<file path="src/alfd_pkg.sv">
// Shared constants and register codes of the LED frame driver.
package alfd_pkg;

  // default number of LEDs on the strip
  localparam int LED_COUNT_DEF = 20;

  // configuration register indexes
  localparam int CFG_IDX_W = 2;
  localparam logic [CFG_IDX_W-1:0] REG_ZERO_HIGH  = 2'd0;
  localparam logic [CFG_IDX_W-1:0] REG_ONE_HIGH   = 2'd1;
  localparam logic [CFG_IDX_W-1:0] REG_BIT_PERIOD = 2'd2;

  // register reset values
  localparam logic [7:0] ZERO_HIGH_RST  = 8'd3;
  localparam logic [7:0] ONE_HIGH_RST   = 8'd6;
  localparam logic [7:0] BIT_PERIOD_RST = 8'd10;

endpackage

</file>
<file path="src/addressable_led_frame_driver.sv">
// Top level of the LED frame driver: frame receive, pulse timing and buffer control.
//
// Each input transfer is either a received byte (tuser kind 0) or one timing tick
// (kind 1) and produces exactly one status result. A new item is taken
// whenever the output register is free or being drained.
// While a frame is sent, every byte boundary (and the start of the frame) holds the
// input off for the frame buffer's registered read and then for the load of the shift
// register. The frame buffer holds 3*LED_COUNT bytes in a single memory.
// Configuration writes are always accepted and take effect at once.
module addressable_led_frame_driver #(
  parameter int LED_COUNT = alfd_pkg::LED_COUNT_DEF
) (
  input  logic                           clk,
  input  logic                           rst,
  // input stream
  input  logic                           s_tvalid,
  output logic                           s_tready,
  input  logic [7:0]                     s_tdata,   // [7:0] rx_byte
  input  logic [0:0]                     s_tuser,   // [0] kind
  // result stream
  output logic                           m_tvalid,
  input  logic                           m_tready,
  output logic [7:0]                     m_tdata,   // [0] line_level, [1] sending,
                                                    // [2] byte_dropped, [3] frame_done,
                                                    // [7:4] zero
  // configuration write channel
  input  logic                           cfg_valid,
  output logic                           cfg_ready,
  input  logic [alfd_pkg::CFG_IDX_W-1:0] cfg_index,
  input  logic [7:0]                     cfg_data
);

  localparam int FRAME_MAX = LED_COUNT * 3;
  localparam int AW = (FRAME_MAX > 1) ? $clog2(FRAME_MAX) : 1;
  localparam logic [7:0] FRAME_MAX_B = 8'(FRAME_MAX);

  typedef enum logic [2:0] {
    PH_WAIT,
    PH_RECV,
    PH_SEND,
    PH_RD,
    PH_LD
  } phase_t;

  phase_t     phase, phase_next;
  logic [7:0] frame_length, frame_length_next;
  logic [7:0] bytes_received, bytes_received_next;
  logic [7:0] send_index, send_index_next;
  logic [7:0] shift_byte, shift_byte_next;
  logic [2:0] bit_count, bit_count_next;
  logic [7:0] tick_count, tick_count_next;

  logic [7:0] zero_high_ticks, one_high_ticks, bit_period_ticks;

  logic       in_accept;
  logic       res_level, res_sending, res_dropped, res_done;

  logic       wr_en, rd_en;
  logic [7:0] rd_data;

  logic [7:0] len_clamped, br_inc, tick_inc, send_inc, high_ticks;

  // configuration registers
  assign cfg_ready = 1'b1;

  always_ff @(posedge clk) begin
    if (rst) begin
      zero_high_ticks  <= alfd_pkg::ZERO_HIGH_RST;
      one_high_ticks   <= alfd_pkg::ONE_HIGH_RST;
      bit_period_ticks <= alfd_pkg::BIT_PERIOD_RST;
    end else if (cfg_valid) begin
      case (cfg_index)
        alfd_pkg::REG_ZERO_HIGH:  zero_high_ticks  <= cfg_data;
        alfd_pkg::REG_ONE_HIGH:   one_high_ticks   <= cfg_data;
        alfd_pkg::REG_BIT_PERIOD: bit_period_ticks <= cfg_data;
        default: ;
      endcase
    end
  end

  // input is taken only in working phases and when the result slot frees up
  assign s_tready  = (phase == PH_WAIT || phase == PH_RECV || phase == PH_SEND) &&
                     (!m_tvalid || m_tready);
  assign in_accept = s_tvalid && s_tready;

  assign len_clamped = (s_tdata > FRAME_MAX_B) ? FRAME_MAX_B : s_tdata;
  assign br_inc      = bytes_received + 8'd1;
  assign tick_inc    = tick_count + 8'd1;
  assign send_inc    = send_index + 8'd1;
  assign high_ticks  = shift_byte[7] ? one_high_ticks : zero_high_ticks;

  // frame buffer
  assign wr_en = in_accept && !s_tuser[0] && (phase == PH_RECV);
  assign rd_en = (phase == PH_RD);

  alfd_frame_mem #(
    .DEPTH (FRAME_MAX),
    .AW    (AW)
  ) u_mem (
    .clk     (clk),
    .wr_en   (wr_en),
    .wr_addr (bytes_received[AW-1:0]),
    .wr_data (s_tdata),
    .rd_en   (rd_en),
    .rd_addr (send_index[AW-1:0]),
    .rd_data (rd_data)
  );

  // next state and result of the accepted item
  always_comb begin
    phase_next          = phase;
    frame_length_next   = frame_length;
    bytes_received_next = bytes_received;
    send_index_next     = send_index;
    shift_byte_next     = shift_byte;
    bit_count_next      = bit_count;
    tick_count_next     = tick_count;
    res_level           = 1'b0;
    res_dropped         = 1'b0;
    res_done            = 1'b0;
    case (phase)
      PH_WAIT: begin
        if (in_accept && !s_tuser[0]) begin
          frame_length_next   = len_clamped;
          bytes_received_next = 8'd0;
          if (len_clamped != 8'd0) begin
            phase_next = PH_RECV;
          end
        end
      end
      PH_RECV: begin
        if (in_accept && !s_tuser[0]) begin
          bytes_received_next = br_inc;
          if (br_inc >= frame_length) begin
            phase_next      = PH_RD;
            send_index_next = 8'd0;
            bit_count_next  = 3'd0;
            tick_count_next = 8'd0;
          end
        end
      end
      PH_SEND: begin
        if (in_accept) begin
          if (!s_tuser[0]) begin
            res_dropped = 1'b1;
          end else begin
            res_level       = (tick_count < high_ticks);
            tick_count_next = tick_inc;
            if (tick_inc >= bit_period_ticks) begin
              tick_count_next = 8'd0;
              shift_byte_next = {shift_byte[6:0], 1'b0};
              if (bit_count == 3'd7) begin
                bit_count_next  = 3'd0;
                send_index_next = send_inc;
                if (send_inc >= frame_length) begin
                  phase_next = PH_WAIT;
                  res_done   = 1'b1;
                end else begin
                  phase_next = PH_RD;
                end
              end else begin
                bit_count_next = bit_count + 3'd1;
              end
            end
          end
        end
      end
      PH_RD: begin
        phase_next = PH_LD;
      end
      PH_LD: begin
        shift_byte_next = rd_data;
        phase_next      = PH_SEND;
      end
      default: begin
        phase_next = PH_WAIT;
      end
    endcase
    res_sending = (phase_next == PH_SEND || phase_next == PH_RD || phase_next == PH_LD);
  end

  // state and result register
  always_ff @(posedge clk) begin
    if (rst) begin
      phase          <= PH_WAIT;
      frame_length   <= 8'd0;
      bytes_received <= 8'd0;
      send_index     <= 8'd0;
      shift_byte     <= 8'd0;
      bit_count      <= 3'd0;
      tick_count     <= 8'd0;
      m_tvalid       <= 1'b0;
      m_tdata        <= 8'd0;
    end else begin
      phase          <= phase_next;
      frame_length   <= frame_length_next;
      bytes_received <= bytes_received_next;
      send_index     <= send_index_next;
      shift_byte     <= shift_byte_next;
      bit_count      <= bit_count_next;
      tick_count     <= tick_count_next;
      if (in_accept) begin
        m_tvalid <= 1'b1;
        m_tdata  <= {4'd0, res_done, res_dropped, res_sending, res_level};
      end else if (m_tready) begin
        m_tvalid <= 1'b0;
      end
    end
  end

endmodule

</file>
<file path="src/alfd_frame_mem.sv">
// Frame buffer: one write port, one read port with registered read data.
module alfd_frame_mem #(
  parameter int DEPTH = 60,
  parameter int AW    = 6
) (
  input  logic          clk,
  input  logic          wr_en,
  input  logic [AW-1:0] wr_addr,
  input  logic [7:0]    wr_data,
  input  logic          rd_en,
  input  logic [AW-1:0] rd_addr,
  output logic [7:0]    rd_data
);

  logic [7:0] mem [DEPTH];

  // write port
  always_ff @(posedge clk) begin
    if (wr_en) begin
      mem[wr_addr] <= wr_data;
    end
  end

  // read port, registered read data
  always_ff @(posedge clk) begin
    if (rd_en) begin
      rd_data <= mem[rd_addr];
    end
  end

endmodule

</file>
<file path="config.mk">
export PLATFORM = sky130hd
export DESIGN_NAME = addressable_led_frame_driver
export DESIGN_NICKNAME = d
export VERILOG_FILES = /design/src/alfd_pkg.sv /design/src/addressable_led_frame_driver.sv /design/src/alfd_frame_mem.sv
export SDC_FILE = /design/constraint.sdc
export NUM_CORES = 1
export LEC_CHECK = 0
export ABC_CLOCK_PERIOD_IN_PS = 3130
export BUFFER_PORTS_ARGS = -buffer_cell sky130_fd_sc_hd__buf_2
export CAP_MARGIN = 0
export CORE_MARGIN = 2
export CORE_UTILIZATION = 50
export DETAILED_ROUTE_END_ITERATION = 12
export GPL_TIMING_DRIVEN = 0
export HOLD_SLACK_MARGIN = 0.05
export PLACE_DENSITY_LB_ADDON = 0.2
export SLEW_MARGIN = 20
export SYNTH_ARGS = -nofsm -noshare
export SYNTH_HDL_FRONTEND = slang
export SYNTH_SLANG_ARGS = --single-unit
</file>
<file path="constraint.sdc">
create_clock -name clk -period 3.13 [get_ports clk]
set_input_delay 0.313 -clock clk [delete_from_list [all_inputs] [get_ports clk]]
set_output_delay 0.313 -clock clk [all_outputs]
set_load 0.01 [all_outputs]
</file>
==> impl_results.md, run 1 <==
- Maximum root-to-sink buffer count: 3
- RSZ-0062 raised after global routing: yes
- Final worst slack: 65.06 ps
- Cells after synthesis: around 1400
- Power Dens Cells: a little under 600 mW/mm^2
- Num CTS Buffers: between 50 and 60
- R2r setup slk: 70 ps
- Iter 0 DRT Violations: 1470
- Rows: 78
- Skew-Pair Late Insertion Delay: 630 ps
- Leakage power: 8.399 nW
- Fillers: 3420
- Die height: 219.2 microns
- DRT Pass-1 Iters: 5
- Top cells by area, synth: edfxtp_1 63%, mux4_2 11%, dfxtp_1 6.5%
- Largest net degree at the start of global routing: 66
- # IOs: 35
- Vias in the first global route: 12570
- Crit path kind: reg2reg
- Clk slew on worst S/H paths: approximately 60 ps
- Max-Cap Viols: 0
- Synth cell types: 57
- Gpl congestion: 0.8631
- Sequential area share after synthesis: 0.6978
- Worst EP arrival: 3310 ps
- Initial Util: 0.5080
- Flops & latches, synth: between 500 and 600
- Slew @ Worst Pin: between 900 and 1000 ps
- TritonCTS clock tree: yes
- GRT met2 Usage: 0.3707
- Status: finished, final reports clean
- Post-Route WL: 55500 microns
- Top-count cell post-synth: edfxtp_1
- CP delay by family, top: simple AND/OR/NAND/NOR gates
- Post-DP HPWL: 35640 microns
- Crit path capture type: flip-flop
- GR Util met3: 0.04574
- Placement Setup Slack: -819.3 ps
- Die width: 219.2 microns
- Commonest cells post-synth: 488 x edfxtp_1, 124 x nor2_1, 113 x mux4_2, 75 x dfxtp_1, 70 x nand2_1
- Clock sinks: between 500 and 600
- Fmax: 0.3263 GHz
- Most Frequent Cell on Critical Path: nor2_1
- Routed len/inst: between 20 and 30 microns
- Worst slew margin: 0.3623
- Synthesis Warnings: 0
- Vias: 12910
- Worst VDD drop: a little over 0.4 mV
- M1 GR Usage: 0.3383
- Startpoint Class: flip-flop
- Avg Cell Area, Syn: around 17 sq um
- Slowest stage delay, CP: 870 ps
- GRT Residual Overflow: 0
- First-pass GRT wire length: 81810 microns
- Layout net count: 1563
- Worst-case clock skew: ~18 ps
- Critical Path Fanout Max: 9
- Fin crit share: 0.9792
- Critical Path RT: 3380 ps
- Clock Root Buffer: clkbuf_16
- CP Cell Sequence: clkbuf_2 > nor2b_2 > nand3_1 > nor2_1 > nand3b_1 > nor2_1
- Die area: between 0.04 and 0.05 sq mm
- Area of the multi-input gates: between 0.006 and 0.007 sq mm
- Final setup vio count: 0
- Post-route ant nets: 0
- Mapped cell area: around 0.023 sq mm
- N_diodes: 0
- # DRC: 0
- Layout area overhead: 14.42%
- Top cell type's share of synthesized area: 0.6329
- Reg area: 0.01617 sq mm
- Hold Path Class: in2reg
- EDFF count, synth: 488
- Critical Path Slowest Stage Cell: nor2_1
- Initial antenna violation count: 0
- DR vias/cell: 6.004
- Buffers on Ports: 29
- Share of layout cells above drive strength 1: 0.2194
- Number of max-slew violations in the final report: 0
- GRT Resource Usage Total: 0.2370
- Design Area, Final: 0.02649 sq mm
- Core area: about 0.046 sq mm
- Clock period minus worst slack: 3065 ps
- Asr flop ratio synth: 0
- Gr busiest metal: met2
- Worst Path Buf+Inv: 1
- Placed cell area: 0.02407 sq mm
- Main flop type after synthesis: edfxtp_1
- Biggest area consumer among synthesized cells: edfxtp_1
- H-tree Lvls: 2
- Final hold violation count: 0
==> state kept, by name, summed over array words and instances, names as in the netlist <==
register	flops
frame_length	8
shift_byte	8
m_tdata	4
u_mem.mem	480
bit_period_ticks	8
bytes_received	8
one_high_ticks	8
zero_high_ticks	8
phase	3
tick_count	8
send_index	8
bit_count	3
u_mem.rd_data	8
m_tvalid	1
==> cells in the final DEF, fill, tap and decap left out, types with 13 or more instances in the layout <==
master       n
ha_1        36
edfxtp_1   488
mux2i_1     67
a21oi_1     44
clkbuf_1    37
mux4_2     113
o21ai_0     34
buf_4       27
buf_2       28
nand2b_1    14
nor2b_1     16
clkinv_1    13
nand3_1     26
nor2_2      27
dfxtp_1     68
inv_1       20
nand2_1     70
nor2_1      94
nor3_1      14
clkbuf_16   59
==> path summary, 6_finish.rpt <==
check                                                     from                              to  cells after the start
worst max-delay path                       phase[2]$_SDFF_PP0_      u_mem.mem[18][4]$_DFFE_PP_                      6
worst min-delay path                                  m_tready           m_tvalid$_SDFFE_PP0P_                      3
worst max register to register             phase[2]$_SDFF_PP0_      u_mem.mem[18][4]$_DFFE_PP_                      6
worst min register to register  one_high_ticks[2]$_SDFFE_PP1P_  one_high_ticks[2]$_SDFFE_PP1P_                      1
==> through the flow <==
step | utilization | total power [mW] | hold slack, ps | instances | setup TNS (ps)
after floorplan | - | 8.458 | 411.9 | 1406 | 0
after global placement | 0.5279 | 8.630 | 443.4 | 2035 | -49790
after detailed placement | 0.5282 | 8.642 | 453.7 | 2035 | -54700
after CTS | 0.5779 | 15.82 | 166.4 | 2151 | -35.37
after global routing | 0.5812 | 16.15 | 215.3 | 2150 | -7686
final | 0.5812 | 15.74 | 182.3 | 2150 | 0
==> final cells by class <==
type                    instances  share of cell area
plain buffers                  82             0.01870
clock buffers                  69             0.05715
clock inverters                38             0.01818
inverters                      20            0.002834
multi-input cells             736              0.2535
flip-flops and latches        563              0.6104
well taps                     600             0.02834
repair buffers                 42             0.01086
==> power by group <==
group	switching (mW)	leakage (nW)	total [mW]	internal (mW)
Sequential	0.0116	5.00	8.17	8.16
Clock	2.88	0.967	7.24	4.35
Combinational	0.238	2.44	0.327	0.0883
Total	3.13	8.40	15.7	12.6
==> cells by family (layout without fill, tap and decap cells) <==
kind of cell / count (synthesis) / count (layout) / synth area share
buf+inv: 107 / 251 / 0.02135
xor+xnor: 18 / 18 / 0.006809
simple gates: 323 / 323 / 0.06620
other cells: 2 / 5 / 0.0003244
flops: 563 / 563 / 0.6978
compound gates: 168 / 168 / 0.04626
mux: 186 / 186 / 0.1418
fa+ha+maj: 36 / 36 / 0.01946
==> layer usage <==
layer  vias up  wire length [microns]
li1       5719                      -
met1      6589                  23400
met2       519                  26550
met3        81                   4257
met4         0                   1297
met5         -                      0
==> timing repair <==
item,in CTS,in global routing
pin swaps,2,2
buffers inserted,3,0
setup endpoints to repair,110,246
hold buffers,10,0
resized for setup,58,58
hold endpoints to repair,27,0
==> worst reg2reg max path, stage by stage, from the launching register on <==
cell and delay (ps):
dfxtp_1 300, clkbuf_2 170, nor2b_2 210, nand3_1 280
nor2_1 270, nand3b_1 590, nor2_1 870
(Power assumes the default switching activity.)
==> run 2, diff against run 1 <==
--- a/config.mk
+++ b/config.mk
@@ -6,10 +6,11 @@
 export NUM_CORES = 1
 export LEC_CHECK = 0
 export ABC_CLOCK_PERIOD_IN_PS = 3130
-export BUFFER_PORTS_ARGS = -buffer_cell sky130_fd_sc_hd__buf_2
+export BUFFER_PORTS_ARGS = -buffer_cell sky130_fd_sc_hd__buf_4
 export CAP_MARGIN = 0
 export CORE_MARGIN = 2
 export CORE_UTILIZATION = 50
+export CTS_BUF_LIST = sky130_fd_sc_hd__clkbuf_16
 export DETAILED_ROUTE_END_ITERATION = 12
 export GPL_TIMING_DRIVEN = 0
 export HOLD_SLACK_MARGIN = 0.05
==> run 2 against run 1 <==
Against the previous run: global-route usage shrank 0.30 points; critical path depth is the same; non-clock buffer count grew 7; sequential power is essentially flat; clock-buffer cell count shrank 11; design area shrank 0.56%; final cell count grew 0.23%; flip-flop and latch count is the same; critical endpoint is now u_mem.mem[30][2]$_DFFE_PP_; highest routed layer is now met5.
==> impl_results.md, run 2 (synthesis gave the netlist of run 1 again) <==
- Status: finished, final reports clean (unchanged)
- Skew-Pair Late Insertion Delay: 610 ps (was 630 ps)
- Max reg flops: 480 (unchanged)
- Vias in the first global route: 12770 (was 12570)
- Post-route ant nets: 0 (unchanged)
- Crit path capture type: flip-flop (unchanged)
- Largest net degree at the start of global routing: 66 (unchanged)
- DR vias/cell: 6.053 (was 6.004)
- Num CTS Buffers: 57 (was 58)
- Pwr Total: 14.97 mW (was 15.74 mW)
- Final hold violation count: 0 (unchanged)
- Worst-case clock skew: 13.20 ps (was 18.43 ps)
- Layout net count: 1569 (was 1563)
- Power Dens Cells: 568.1 mW/mm^2 (was 594.2 mW/mm^2)
- TNS Setup: 0 ps (unchanged)
- Clk slew on worst S/H paths: 60 ps (about the same)
- Buffers on Ports: 29 (unchanged)
- # IOs: 35 (unchanged)
- Maximum root-to-sink buffer count: 3 (unchanged)
- First-pass GRT wire length: 81460 microns (was 81810 microns)
- Share of layout cells above drive strength 1: 0.2148 (was 0.2194)
- DRT Pass-1 Iters: 5 (unchanged)
- Final worst slack: 23.02 ps (was 65.06 ps)
- Biggest register: u_mem.mem (unchanged)
- Crit path kind: reg2reg (unchanged)
- Area of the multi-input gates: 0.006676 sq mm (was 0.006716 sq mm)
- Leakage power: 8.399 nW (about the same)
- Fin crit share: 0.9926 (was 0.9792)
- Critical Path Slowest Stage Cell: nor2_1 (unchanged)
- Most common cell after layout, fill and taps aside: edfxtp_1 (unchanged)
- Clock sinks: 563 (unchanged)
- Die width: 219.2 microns (unchanged)
- Routed len/inst: 25.61 microns (was 25.81 microns)
- Worst Path Buf+Inv: 1 (unchanged)
- Max-Cap Viols: 0 (unchanged)
- GRT Resource Usage Total: 0.2340 (was 0.2370)
- Clock Root Buffer: clkbuf_16 (unchanged)
- TritonCTS clock tree: yes (unchanged)
- Vias: 13050 (was 12910)
- Number of max-slew violations in the final report: 0 (unchanged)
- CP startpoint: phase[2]$_SDFF_PP0_ (unchanged)
- Core area: 0.04558 sq mm (unchanged)
- Worst EP arrival: 3340 ps (was 3310 ps)
- Highest-count cells in the layout ignoring fill and taps: 488 x edfxtp_1, 113 x mux4_2, 108 x nor2_1, 70 x nand2_1, 68 x dfxtp_1 (was 488 x edfxtp_1, 113 x mux4_2, 94 x nor2_1, 70 x nand2_1, 68 x dfxtp_1)
- Startpoint Class: flip-flop (unchanged)
- Worst VDD drop: 0.4796 mV (was 0.4104 mV)
- CP delay by family, top: simple AND/OR/NAND/NOR gates (unchanged)
- GRT Residual Overflow: 0 (unchanged)
- Post-Route WL: 55200 microns (was 55500 microns)
- Fmax: 0.3219 GHz (was 0.3263 GHz)
- Die area: 0.04804 sq mm (unchanged)
- Clock period minus worst slack: 3107 ps (was 3065 ps)
- Final setup vio count: 0 (unchanged)
- Critical Path RT: 3370 ps (was 3380 ps)
- N_diodes: 0 (unchanged)
- Fillers: 3442 (was 3420)
- H-tree Lvls: 2 (unchanged)
- Reg2reg end: u_mem.mem[30][2]$_DFFE_PP_ (was u_mem.mem[18][4]$_DFFE_PP_)
- Critical Path Fanout Max: 9 (unchanged)
- Worst R2R Start: phase[2]$_SDFF_PP0_ (unchanged)
- Die height: 219.2 microns (unchanged)
- Layout area overhead: 13.78% (was 14.42%)
- Worst r2r path cells: 6 (unchanged)
- Placement Setup Slack: -918.8 ps (was -819.3 ps)
- RSZ-0062 raised after global routing: yes (unchanged)
- # DRC: 0 (unchanged)
- Hold Path Class: in2reg (unchanged)
- Gpl congestion: 0.8654 (was 0.8631)
- Worst slew margin: 0.3317 (was 0.3623)
- Initial Util: 0.5080 (unchanged)
- CP Cell Sequence: clkbuf_2 > nor2b_2 > nand3_1 > nor2_1 > nand3_1 > nor2_1 (was clkbuf_2 > nor2b_2 > nand3_1 > nor2_1 > nand3b_1 > nor2_1)
- Slowest stage delay, CP: 930 ps (was 870 ps)
- Initial antenna violation count: 1 (was 0)
- Reg area: 0.01617 sq mm (unchanged)
- Crit path depth: 6 (unchanged)
- Rows: 78 (unchanged)
- Critical Path Sink: u_mem.mem[30][2]$_DFFE_PP_ (was u_mem.mem[18][4]$_DFFE_PP_)
- Iter 0 DRT Violations: 1495 (was 1470)
- Post-DP HPWL: 35350 microns (was 35640 microns)
- Slew @ Worst Pin: 1000 ps (was 953.0 ps)
- R2r setup slk: 20 ps (was 70 ps)
## run 2: cell count changes in the layout (fill, tap and decap cells not counted), moves of 7 or more
| cell | change |
|---|---|
| buf_2 | -21 |
| buf_4 | +30 |
| bufinv_16 | -7 |
| clkbuf_1 | -13 |
| inv_1 | +12 |
| nor2_1 | +14 |
| nor2_2 | -13 |
## run 2: power by group
| part | switching, mW | internal [mW] | total [mW] | leakage (nW) |
|---|---|---|---|---|
| sequential | 0.0115 | 8.16 | 8.17 | 5.00 |
| combinational | 0.241 | 0.0986 | 0.339 | 2.49 |
| clock | 2.78 | 3.67 | 6.45 | 0.914 |
| total | 3.03 | 11.9 | 15.0 | 8.40 |
## run 2: metal layers
| metal | share of wire | GRT usage |
|---|---|---|
| met1 | 0.43 | 0.3266 |
| met2 | 0.47 | 0.3691 |
| met3 | 0.068 | 0.04158 |
| met4 | 0.032 | 0.09167 |
| met5 | 0.00025 | 0 |
## run 2: worst min path at each step
stage / from / endpoint / cells past startpoint
2_1_floorplan: s_tdata[0] / u_mem.mem[0][0]$_DFFE_PP_ / 0
6_report: m_tready / m_tvalid$_SDFFE_PP0P_ / 3
5_1_grt: m_tready / m_tvalid$_SDFFE_PP0P_ / 3
3_3_place_gp: one_high_ticks[2]$_SDFFE_PP1P_ / one_high_ticks[2]$_SDFFE_PP1P_ / 1
3_5_place_dp: one_high_ticks[2]$_SDFFE_PP1P_ / one_high_ticks[2]$_SDFFE_PP1P_ / 1
4_1_cts: m_tready / m_tvalid$_SDFFE_PP0P_ / 3
## run 2: stage by stage
stage | utilization | hold slack, ps | std cells | area [sq um]
after floorplan | - | 411.9 | 1406 | 23160
after global placement | 0.5295 | 443.4 | 2035 | 24130
after detailed placement | 0.5295 | 454.4 | 2035 | 24130
after CTS | 0.5743 | 172.7 | 2149 | 26180
after global routing | 0.5780 | 226.9 | 2155 | 26340
final | 0.5780 | 199.9 | 2155 | 26340
## run 2: cell type report
class | instances | area share
Sequential cell | 563 | 0.6138
Tap cell | 600 | 0.02850
Inverter | 20 | 0.002850
Timing Repair Buffer | 50 | 0.01520
Multi-Input combinational cell | 736 | 0.2534
Clock buffer | 58 | 0.05510
Buffer | 81 | 0.01876
Clock inverter | 47 | 0.01235
## run 2: worst min-delay path: cells and delay by family
kind	cells	cell delay (ps)
simple gates	1	240
buf+inv	1	70
compound gates	1	120
## run 2: timing repair
item,in CTS,in global routing
cloned,0,0
endpoints found under the hold margin,27,0
resized for setup,55,52
pin swaps,1,1
endpoints found under the setup margin,102,132
hold buffers,10,0
buffers inserted,4,7
